### src/rtl/core/cbb_pkg.sv
package cbb_pkg;

	localparam int MAX_RADIUS = 31;
	localparam int RAD_W      = 5;
	localparam int HIST_AW    = 6;
	localparam int SEEN_W     = 7;
	localparam int SUM_W      = 14;
	localparam int TAP_W      = 6;
	localparam int DIV_STEPS  = SUM_W;
	localparam logic [SEEN_W-1:0] SEEN_MAX = 7'd127;

	typedef logic [31:0] pixel_t;

	// one output position handed from front to back
	typedef struct packed {
		logic [RAD_W-1:0]   offset;
		logic               last;
		logic [HIST_AW-1:0] head;
		logic [SEEN_W-1:0]  seen;
		logic [RAD_W-1:0]   radius;
		pixel_t             first;
	} job_t;

	// history write from front into the back's line memory
	typedef struct packed {
		logic               en;
		logic [HIST_AW-1:0] addr;
		pixel_t             data;
	} hist_wr_t;

	function automatic logic [RAD_W-1:0] eff_radius(input logic [RAD_W-1:0] v);
		logic [RAD_W-1:0] res;
		res = v;
		if (v == '0) res = RAD_W'(1);
		if (32'(v) > MAX_RADIUS) res = RAD_W'(MAX_RADIUS);
		return res;
	endfunction

endpackage

### src/rtl/core/cbb_job_fifo.sv
module cbb_job_fifo
	import cbb_pkg::*;
(
	input  logic clk,
	input  logic arst_n,
	input  logic push,
	input  job_t push_job,
	input  logic pop,
	output job_t pop_job,
	output logic empty,
	output logic full
);

	job_t       mem_q [2];
	logic       wr_ptr_q;
	logic       rd_ptr_q;
	logic [1:0] count_q;

	assign empty   = (count_q == 2'd0);
	assign full    = (count_q == 2'd2);
	assign pop_job = mem_q[rd_ptr_q];

	// two entry job store
	always_ff @(posedge clk) begin
		if (push && !full) mem_q[wr_ptr_q] <= push_job;
	end

	// pointers and fill level
	always_ff @(posedge clk or negedge arst_n) begin
		if (!arst_n) begin
			wr_ptr_q <= 1'b0;
			rd_ptr_q <= 1'b0;
			count_q  <= 2'd0;
		end else begin
			if (push && !full) wr_ptr_q <= ~wr_ptr_q;
			if (pop && !empty) rd_ptr_q <= ~rd_ptr_q;
			unique case ({push && !full, pop && !empty})
				2'b10:   count_q <= count_q + 2'd1;
				2'b01:   count_q <= count_q - 2'd1;
				default: count_q <= count_q;
			endcase
		end
	end

endmodule

### src/rtl/core/cbb_front.sv
module cbb_front
	import cbb_pkg::*;
(
	input  logic           clk,
	input  logic           arst_n,
	input  logic           blur_radius_we,
	input  logic [RAD_W-1:0] blur_radius,
	input  logic           in_valid,
	output logic           in_ready,
	input  pixel_t         pix,
	input  logic           line_end,
	input  logic           fifo_empty,
	input  logic           fifo_full,
	input  logic           back_busy,
	output logic           push,
	output job_t           push_job,
	output hist_wr_t       hist_wr
);

	logic [RAD_W-1:0]   blur_q;
	logic [RAD_W-1:0]   radius_q;
	pixel_t             first_q;
	logic [SEEN_W-1:0]  seen_q;
	logic [SEEN_W-1:0]  jseen_q;
	logic [HIST_AW-1:0] head_q;
	logic               pend_q;
	logic [RAD_W-1:0]   pend_d_q;
	logic               pend_end_q;

	logic               accept;
	logic               start;
	logic [RAD_W-1:0]   r_line;
	logic [SEEN_W-1:0]  seen_n;
	logic [SEEN_W-1:0]  seen_m1;
	logic [RAD_W-1:0]   dmax;
	logic               emit_mid;

	// classify the incoming beat
	always_comb begin
		start   = (seen_q == '0);
		r_line  = start ? eff_radius(blur_q) : radius_q;
		if (start) seen_n = SEEN_W'(1);
		else if (seen_q == SEEN_MAX) seen_n = SEEN_MAX;
		else seen_n = seen_q + SEEN_W'(1);
		seen_m1  = seen_n - SEEN_W'(1);
		dmax     = (seen_m1 > {2'b00, r_line}) ? r_line : seen_m1[RAD_W-1:0];
		emit_mid = (seen_n >= ({2'b00, r_line} + SEEN_W'(1)));
	end

	assign in_ready = !pend_q && fifo_empty && !back_busy;
	assign accept   = in_valid && in_ready;
	assign push     = pend_q && !fifo_full;

	assign hist_wr.en   = accept;
	assign hist_wr.addr = head_q + HIST_AW'(1);
	assign hist_wr.data = pix;

	assign push_job.offset = pend_d_q;
	assign push_job.last   = pend_end_q && (pend_d_q == '0);
	assign push_job.head   = head_q;
	assign push_job.seen   = jseen_q;
	assign push_job.radius = radius_q;
	assign push_job.first  = first_q;

	// line state and job issue
	always_ff @(posedge clk or negedge arst_n) begin
		if (!arst_n) begin
			blur_q     <= RAD_W'(1);
			radius_q   <= RAD_W'(1);
			first_q    <= '0;
			seen_q     <= '0;
			jseen_q    <= '0;
			head_q     <= '0;
			pend_q     <= 1'b0;
			pend_d_q   <= '0;
			pend_end_q <= 1'b0;
		end else begin
			if (blur_radius_we) blur_q <= blur_radius;
			if (accept) begin
				head_q   <= head_q + HIST_AW'(1);
				radius_q <= r_line;
				jseen_q  <= seen_n;
				if (start) first_q <= pix;
				seen_q   <= line_end ? '0 : seen_n;
				if (line_end) begin
					pend_q     <= 1'b1;
					pend_d_q   <= dmax;
					pend_end_q <= 1'b1;
				end else if (emit_mid) begin
					pend_q     <= 1'b1;
					pend_d_q   <= r_line;
					pend_end_q <= 1'b0;
				end
			end else if (push) begin
				if (!pend_end_q || pend_d_q == '0) pend_q <= 1'b0;
				else pend_d_q <= pend_d_q - RAD_W'(1);
			end
		end
	end

endmodule

### src/rtl/core/cbb_back.sv
module cbb_back
	import cbb_pkg::*;
(
	input  logic     clk,
	input  logic     arst_n,
	input  hist_wr_t hist_wr,
	input  logic     fifo_empty,
	input  job_t     pop_job,
	output logic     pop,
	output logic     busy,
	output logic     out_valid,
	input  logic     out_ready,
	output pixel_t   out_pix,
	output logic     out_last
);

	typedef enum logic [2:0] {IDLE, SUM, DRAIN, DIV, OUT} state_t;

	pixel_t             mem [2**HIST_AW];
	pixel_t             rd_q;
	state_t             state_q;
	job_t               job_q;
	logic [TAP_W-1:0]   tap_q;
	logic               tap_vld_s1;
	logic               tap_first_s1;
	logic [SUM_W-1:0]   acc_q [4];
	logic [SUM_W-1:0]   dvd_q [4];
	logic [5:0]         rem_q [4];
	logic [3:0]         step_q;

	logic signed [7:0]  k;
	logic [6:0]         kk;
	logic               use_first;
	logic [HIST_AW-1:0] rd_addr;
	logic [5:0]         divisor;
	logic [TAP_W-1:0]   tap_end;
	pixel_t             tap_pix;
	logic [6:0]         t [4];
	logic               ge [4];
	logic [6:0]         t_sub [4];

	// window tap address
	always_comb begin
		k = $signed({3'b000, job_q.offset}) - $signed({3'b000, job_q.radius})
			+ $signed({2'b00, tap_q});
		kk        = k[7] ? 7'd0 : k[6:0];
		use_first = (kk >= job_q.seen);
		rd_addr   = job_q.head - kk[HIST_AW-1:0];
		divisor   = {job_q.radius, 1'b1};
		tap_end   = {job_q.radius, 1'b0};
		tap_pix   = tap_first_s1 ? job_q.first : rd_q;
	end

	// one restoring step per channel
	always_comb begin
		for (int c = 0; c < 4; c++) begin
			t[c]     = {rem_q[c], dvd_q[c][SUM_W-1]};
			ge[c]    = (t[c] >= {1'b0, divisor});
			t_sub[c] = t[c] - {1'b0, divisor};
		end
	end

	assign pop       = (state_q == IDLE) && !fifo_empty;
	assign busy      = (state_q == SUM) || (state_q == DRAIN) || (state_q == DIV);
	assign out_valid = (state_q == OUT);

	// line memory
	always_ff @(posedge clk) begin
		if (hist_wr.en) mem[hist_wr.addr] <= hist_wr.data;
		rd_q <= mem[rd_addr];
	end

	// sequencer, accumulate and divide
	always_ff @(posedge clk or negedge arst_n) begin
		if (!arst_n) begin
			state_q      <= IDLE;
			tap_vld_s1   <= 1'b0;
			tap_first_s1 <= 1'b0;
			tap_q        <= '0;
			step_q       <= '0;
			job_q        <= '0;
			out_last     <= 1'b0;
			out_pix      <= '0;
			for (int c = 0; c < 4; c++) begin
				acc_q[c] <= '0;
				dvd_q[c] <= '0;
				rem_q[c] <= '0;
			end
		end else begin
			tap_vld_s1   <= (state_q == SUM);
			tap_first_s1 <= use_first;
			if (tap_vld_s1) begin
				for (int c = 0; c < 4; c++)
					acc_q[c] <= acc_q[c] + SUM_W'(tap_pix[8*c +: 8]);
			end
			unique case (state_q)
				IDLE: begin
					if (!fifo_empty) begin
						job_q <= pop_job;
						tap_q <= '0;
						for (int c = 0; c < 4; c++) acc_q[c] <= '0;
						state_q <= SUM;
					end
				end
				SUM: begin
					if (tap_q == tap_end) state_q <= DRAIN;
					else tap_q <= tap_q + TAP_W'(1);
				end
				DRAIN: begin
					step_q <= '0;
					state_q <= DIV;
				end
				DIV: begin
					if (step_q == 4'd0) begin
						for (int c = 0; c < 4; c++) begin
							dvd_q[c] <= acc_q[c];
							rem_q[c] <= '0;
						end
						step_q <= 4'd1;
					end else begin
						for (int c = 0; c < 4; c++) begin
							rem_q[c] <= ge[c] ? t_sub[c][5:0] : t[c][5:0];
							dvd_q[c] <= {dvd_q[c][SUM_W-2:0], ge[c]};
						end
						if (step_q == 4'(DIV_STEPS)) state_q <= OUT;
						step_q <= step_q + 4'd1;
					end
				end
				OUT: begin
					if (out_ready) state_q <= IDLE;
				end
				default: state_q <= IDLE;
			endcase
			if (state_q == DIV && step_q == 4'(DIV_STEPS)) begin
				for (int c = 0; c < 4; c++)
					out_pix[8*c +: 8] <= ((|dvd_q[c][SUM_W-2:7]) || (ge[c] && 1'b0))
						? 8'hFF : {dvd_q[c][6:0], ge[c]};
				out_last <= job_q.last;
			end
		end
	end

endmodule

### src/rtl/core/clamped_box_blur_line_pass.sv
// Clamped box blur, one line pass.
// Pixels of one line enter on the in channel (valid/ready), the last one
// flagged by line_end. Each blurred pixel leaves on the out channel
// (valid/ready); line_done marks the final pixel of the line.
// Output x is the channel mean over 2r+1 pixels centred on x, with the line
// ends repeated; it is produced once pixel x+r has arrived, and the pending
// r+1 outputs (fewer on short lines) follow the last pixel.
// Once the pixel that frees an output is taken, the window is summed one
// tap a cycle from the line memory (single read port), then a restoring
// divider (one load, 14 steps) per channel runs and out_valid rises.
// The input is held off while a window is queued, summed or divided, so a
// new pixel is taken only after the previous window is divided; the line
// end flush outputs are summed and divided one after another.
// blur_radius is to be written through blur_radius_we while idle (the block
// does not enforce it); it is latched at each line's first pixel, 0 acts as 1.
// Reset (arst_n low) clears line state, radius to 1 and drops out_valid.
// A stalled receiver holds the result register; the front deasserts
// in_ready while any position is pending or queued (two-entry queue).
module clamped_box_blur_line_pass
	import cbb_pkg::*;
(
	input  logic       clk,
	input  logic       arst_n,
	input  logic       blur_radius_we,
	input  logic [4:0] blur_radius,
	input  logic       in_valid,
	output logic       in_ready,
	input  logic [7:0] red_in,
	input  logic [7:0] green_in,
	input  logic [7:0] blue_in,
	input  logic [7:0] alpha_in,
	input  logic       line_end,
	output logic       out_valid,
	input  logic       out_ready,
	output logic [7:0] red_out,
	output logic [7:0] green_out,
	output logic [7:0] blue_out,
	output logic [7:0] alpha_out,
	output logic       line_done
);

	hist_wr_t hist_wr;
	job_t     push_job;
	job_t     pop_job;
	logic     push;
	logic     pop;
	logic     fifo_empty;
	logic     fifo_full;
	logic     back_busy;
	pixel_t   out_pix;

	// front: accept and classify
	cbb_front u_front (
		.clk            (clk),
		.arst_n         (arst_n),
		.blur_radius_we (blur_radius_we),
		.blur_radius    (blur_radius),
		.in_valid       (in_valid),
		.in_ready       (in_ready),
		.pix            ({alpha_in, blue_in, green_in, red_in}),
		.line_end       (line_end),
		.fifo_empty     (fifo_empty),
		.fifo_full      (fifo_full),
		.back_busy      (back_busy),
		.push           (push),
		.push_job       (push_job),
		.hist_wr        (hist_wr)
	);

	// job queue
	cbb_job_fifo u_fifo (
		.clk      (clk),
		.arst_n   (arst_n),
		.push     (push),
		.push_job (push_job),
		.pop      (pop),
		.pop_job  (pop_job),
		.empty    (fifo_empty),
		.full     (fifo_full)
	);

	// back: window sum and divide
	cbb_back u_back (
		.clk        (clk),
		.arst_n     (arst_n),
		.hist_wr    (hist_wr),
		.fifo_empty (fifo_empty),
		.pop_job    (pop_job),
		.pop        (pop),
		.busy       (back_busy),
		.out_valid  (out_valid),
		.out_ready  (out_ready),
		.out_pix    (out_pix),
		.out_last   (line_done)
	);

	assign red_out   = out_pix[7:0];
	assign green_out = out_pix[15:8];
	assign blue_out  = out_pix[23:16];
	assign alpha_out = out_pix[31:24];

	// no push into a full queue
	a_no_overflow: assert property (@(posedge clk) disable iff (!arst_n)
		push |-> !fifo_full) else $error("job pushed into full queue");

	// a pixel is only written while nothing reads the line memory
	a_accept_quiet: assert property (@(posedge clk) disable iff (!arst_n)
		(in_valid && in_ready) |-> (fifo_empty && !back_busy))
		else $error("pixel accepted while window pending");

	// a pixel beat never coincides with queue traffic
	a_accept_no_push: assert property (@(posedge clk) disable iff (!arst_n)
		(in_valid && in_ready) |-> !push) else $error("accept during job issue");

endmodule
### config.mk
export PLATFORM = sky130hd
export DESIGN_NAME = clamped_box_blur_line_pass
export DESIGN_NICKNAME = d
export VERILOG_FILES = /design/src/rtl/core/cbb_pkg.sv /design/src/rtl/core/cbb_job_fifo.sv /design/src/rtl/core/cbb_front.sv /design/src/rtl/core/cbb_back.sv /design/src/rtl/core/clamped_box_blur_line_pass.sv
export SDC_FILE = /design/constraint.sdc
export NUM_CORES = 2
export LEC_CHECK = 0
export ABC_AREA = 1
export BUFFER_PORTS_ARGS = -buffer_cell sky130_fd_sc_hd__buf_2
export CORE_ASPECT_RATIO = 0.7
export CORE_MARGIN = 2
export CORE_UTILIZATION = 40
export CTS_CLUSTER_SIZE = 20
export DETAILED_ROUTE_END_ITERATION = 7
export SYNTH_ARGS = -nofsm -noshare
export SYNTH_HDL_FRONTEND = slang
export SYNTH_HIERARCHICAL = 1
export SYNTH_SLANG_ARGS = --single-unit
### constraint.sdc
create_clock -name clk -period 13.5 [get_ports clk]
set_input_delay 2.7 -clock clk [delete_from_list [all_inputs] [get_ports clk]]
set_output_delay 2.7 -clock clk [all_outputs]
set_load 0.1 [all_outputs]
==> results.ini <==
[status]
status=finished, violations left
violations=max-slew violations

[clocking]
htreeDepth=4
post_cts_buffers=0
post_cts_resized=0
max-clock-path-buffers=4
clock_sinks=2505
cts_hold_buffers=0
cts_tree=done
cts_inserted_buffers=234
clock_latency_ns=0.91
clk_pin_slew_ns=0.06
root_buffer=clkbuf_16

[sta]
rsz0062_at_grt=false
setup_viol=0
skew_ns=0.0735
max_slew_margin_pct=-5.72
worstMarginPinSlew_ns=1.59
fin_crit_ns=7.53
fmax_mhz=133
maxSlewViolCount=129
fin_crit_sh_pct=55.8
final.setup.tns_ns=0
hold_viol_final=0
worst_hold_slack_ns=0.450

[floorplan]
io_pins=78
die-area_um2=277000
initial_core_util_pct=40.2
rows=160
core-area_um2=272000
fp.dieH_um=441
die_w_um=629

[synthesis]
synth.most_common_cell=nand2_1
netlist_area_um2=109000
synthTopCellsByArea=edfxtp_1, nand2_1, dfrtp_1, nand3_1, inv_1
synth_seq_cells=2505
yosys_warnings=6
ys.flop_type=edfxtp_1
syn_inst=10700
ys_seq_area_share_pct=67.1
async_flop_share_pct=12.5
yosysTopAreaCell=edfxtp_1
yosys-top-cells-count=nand2_1, edfxtp_1, inv_1
syn_nets=10800
synth-edff-count=2160
syn_avg_cell_area_um2=10.2
ys_types=58
synthDominantCellAreaShare_pct=59.4

[placement]
dp_hpwl_um=178000
io_buffers=77
placed_area_um2=113000
gp_congestion=0.873

[worst_setup_path]
crit_fanout=116
cp-start-kind=register
critPathArrivalTime_ns=8.33
cpMaxStageDelayCell=fa_4
crit_top_cell=nand2_1
crit_path_end_kind=register
rr_worst_depth=29
crit_required_ns=14.29
cpPeakStageDelay_ns=0.98
criticalPathCategory=register to register

[finish]
synthToLayoutAreaGrowth_pct=10.3
drive_above_1_share_pct=7.19
fill_cells=25300
post-route-util_pct=44.4
fin_nets=10700
fin_area_um2=121000
seq_area_um2=73300
multiInputGateArea_um2=30100

[global_route]
antenna_found_initial=21
gr-total-overflow=0
grt_pass1_wl_um=464000
grt_pass1_vias=70900
grt_use_total_pct=22.1
grt_max_degree=286

[drt]
vias_per_cell=5.23
routed_wl_um=314000
first_iter_violations=8953
dr.pass1.iters=6
avgRoutedWirePerCell_um=21.8
drc=0
vias=75400
ant_nets=0

[min_path]
hold_class=register to register
hold_depth=0

[job]
drv_cap=0

kinds of logic after synthesis:
family	share of synthesized area [%]
buf+inv	5.86
mux	0.670
fa+ha+maj	1.38
simple gates	20.5
compound gates	4.02
xor+xnor	0.392
flops	67.1
stage by stage:
| step | setup slack (ns) | std cells |
|---|---|---|
| floorplan | 5.74 | 10700 |
| global placement | 6.04 | 14000 |
| detailed placement | 6.13 | 14000 |
| CTS | 6.09 | 14400 |
| global route | 5.64 | 14400 |
| finish | 5.97 | 14400 |
final timing paths:
path                                startpoint                  end  slack [ns]
hold / removal             u_front/first_q[24]  u_fifo/mem_q[0][24]        0.45
setup reg to reg             u_back/divisor[3]       u_back/rd_q[4]        5.97
min in group asynchronous               arst_n    u_back/out_pix[7]        1.89
setup / recovery             u_back/divisor[3]       u_back/rd_q[4]        5.97
max in group asynchronous               arst_n      u_fifo/rd_ptr_q        9.18
hold reg to reg            u_front/first_q[24]  u_fifo/mem_q[0][24]        0.45
cells in the final DEF (no fill, tap or decap), drive strengths merged, types with 2 or more instances in the layout:
master,instances
nand2,3681
edfxtp,2160
inv,933
nand3,901
nor2,894
o21ai,645
clkbuf,314
dfrtp,311
buf,243
a21oi,167
ha,103
clkinv,86
mux2,65
dfxtp,32
xor2,28
nor3,28
nand4,25
or2,25
xnor2,17
bufinv,13
o211ai,13
nor4,12
o22ai,11
fa,11
nand3b,8
diode,7
clkinvlp,7
a31oi,5
o21bai,4
and2,4
o31ai,2
dfstp,2
critical path: cells and delay by family, from the launching register on:
kind,cells,cell delay (ns)
flops,1,0.40
buf+inv,6,2.86
xor+xnor,1,0.10
simple gates,17,1.91
fa+ha+maj,4,1.87
compound gates,1,0.17
flip-flops by register name (all words and copies together) (netlist names), 6 cells and up:
| register | cells |
|---|---|
| u_back/tap_q | 6 |
| u_back/rd_q | 32 |
| u_back/acc_q | 56 |
| u_back/job_q | 51 |
| u_fifo/mem_q | 112 |
| u_front/head_q | 6 |
| u_back/mem | 2048 |
| u_front/first_q | 32 |
| u_back/dvd_q | 56 |
| u_front/jseen_q | 7 |
| u_back/rem_q | 24 |
| u_back/out_pix | 32 |
| u_front/seen_q | 7 |
routing by layer:
metal,vias up,part of all wire [%],track usage (%),wire length (um)
li1,34900,-,-,-
met1,36900,44,32.5,138000
met2,3066,43,32.8,134000
met3,418,11,5.75,34300
met4,4,2.2,5.20,6990
met5,-,0.0086,0,27
area by class of cell:
class / instances / share of cell area (%)
well taps: 3645 / 3.78
clock buffers: 314 / 5.32
flip-flops and latches: 2505 / 60.8
repair buffers: 243 / 1.44
inverters: 930 / 2.93
clock inverters: 109 / 0.722
diodes: 7 / 0.0145
multi-input cells: 6656 / 24.9
Power is left out: the tool's default activity adds up to more than one toggle a clock period on the data nets, which glitch-free logic cannot reach.
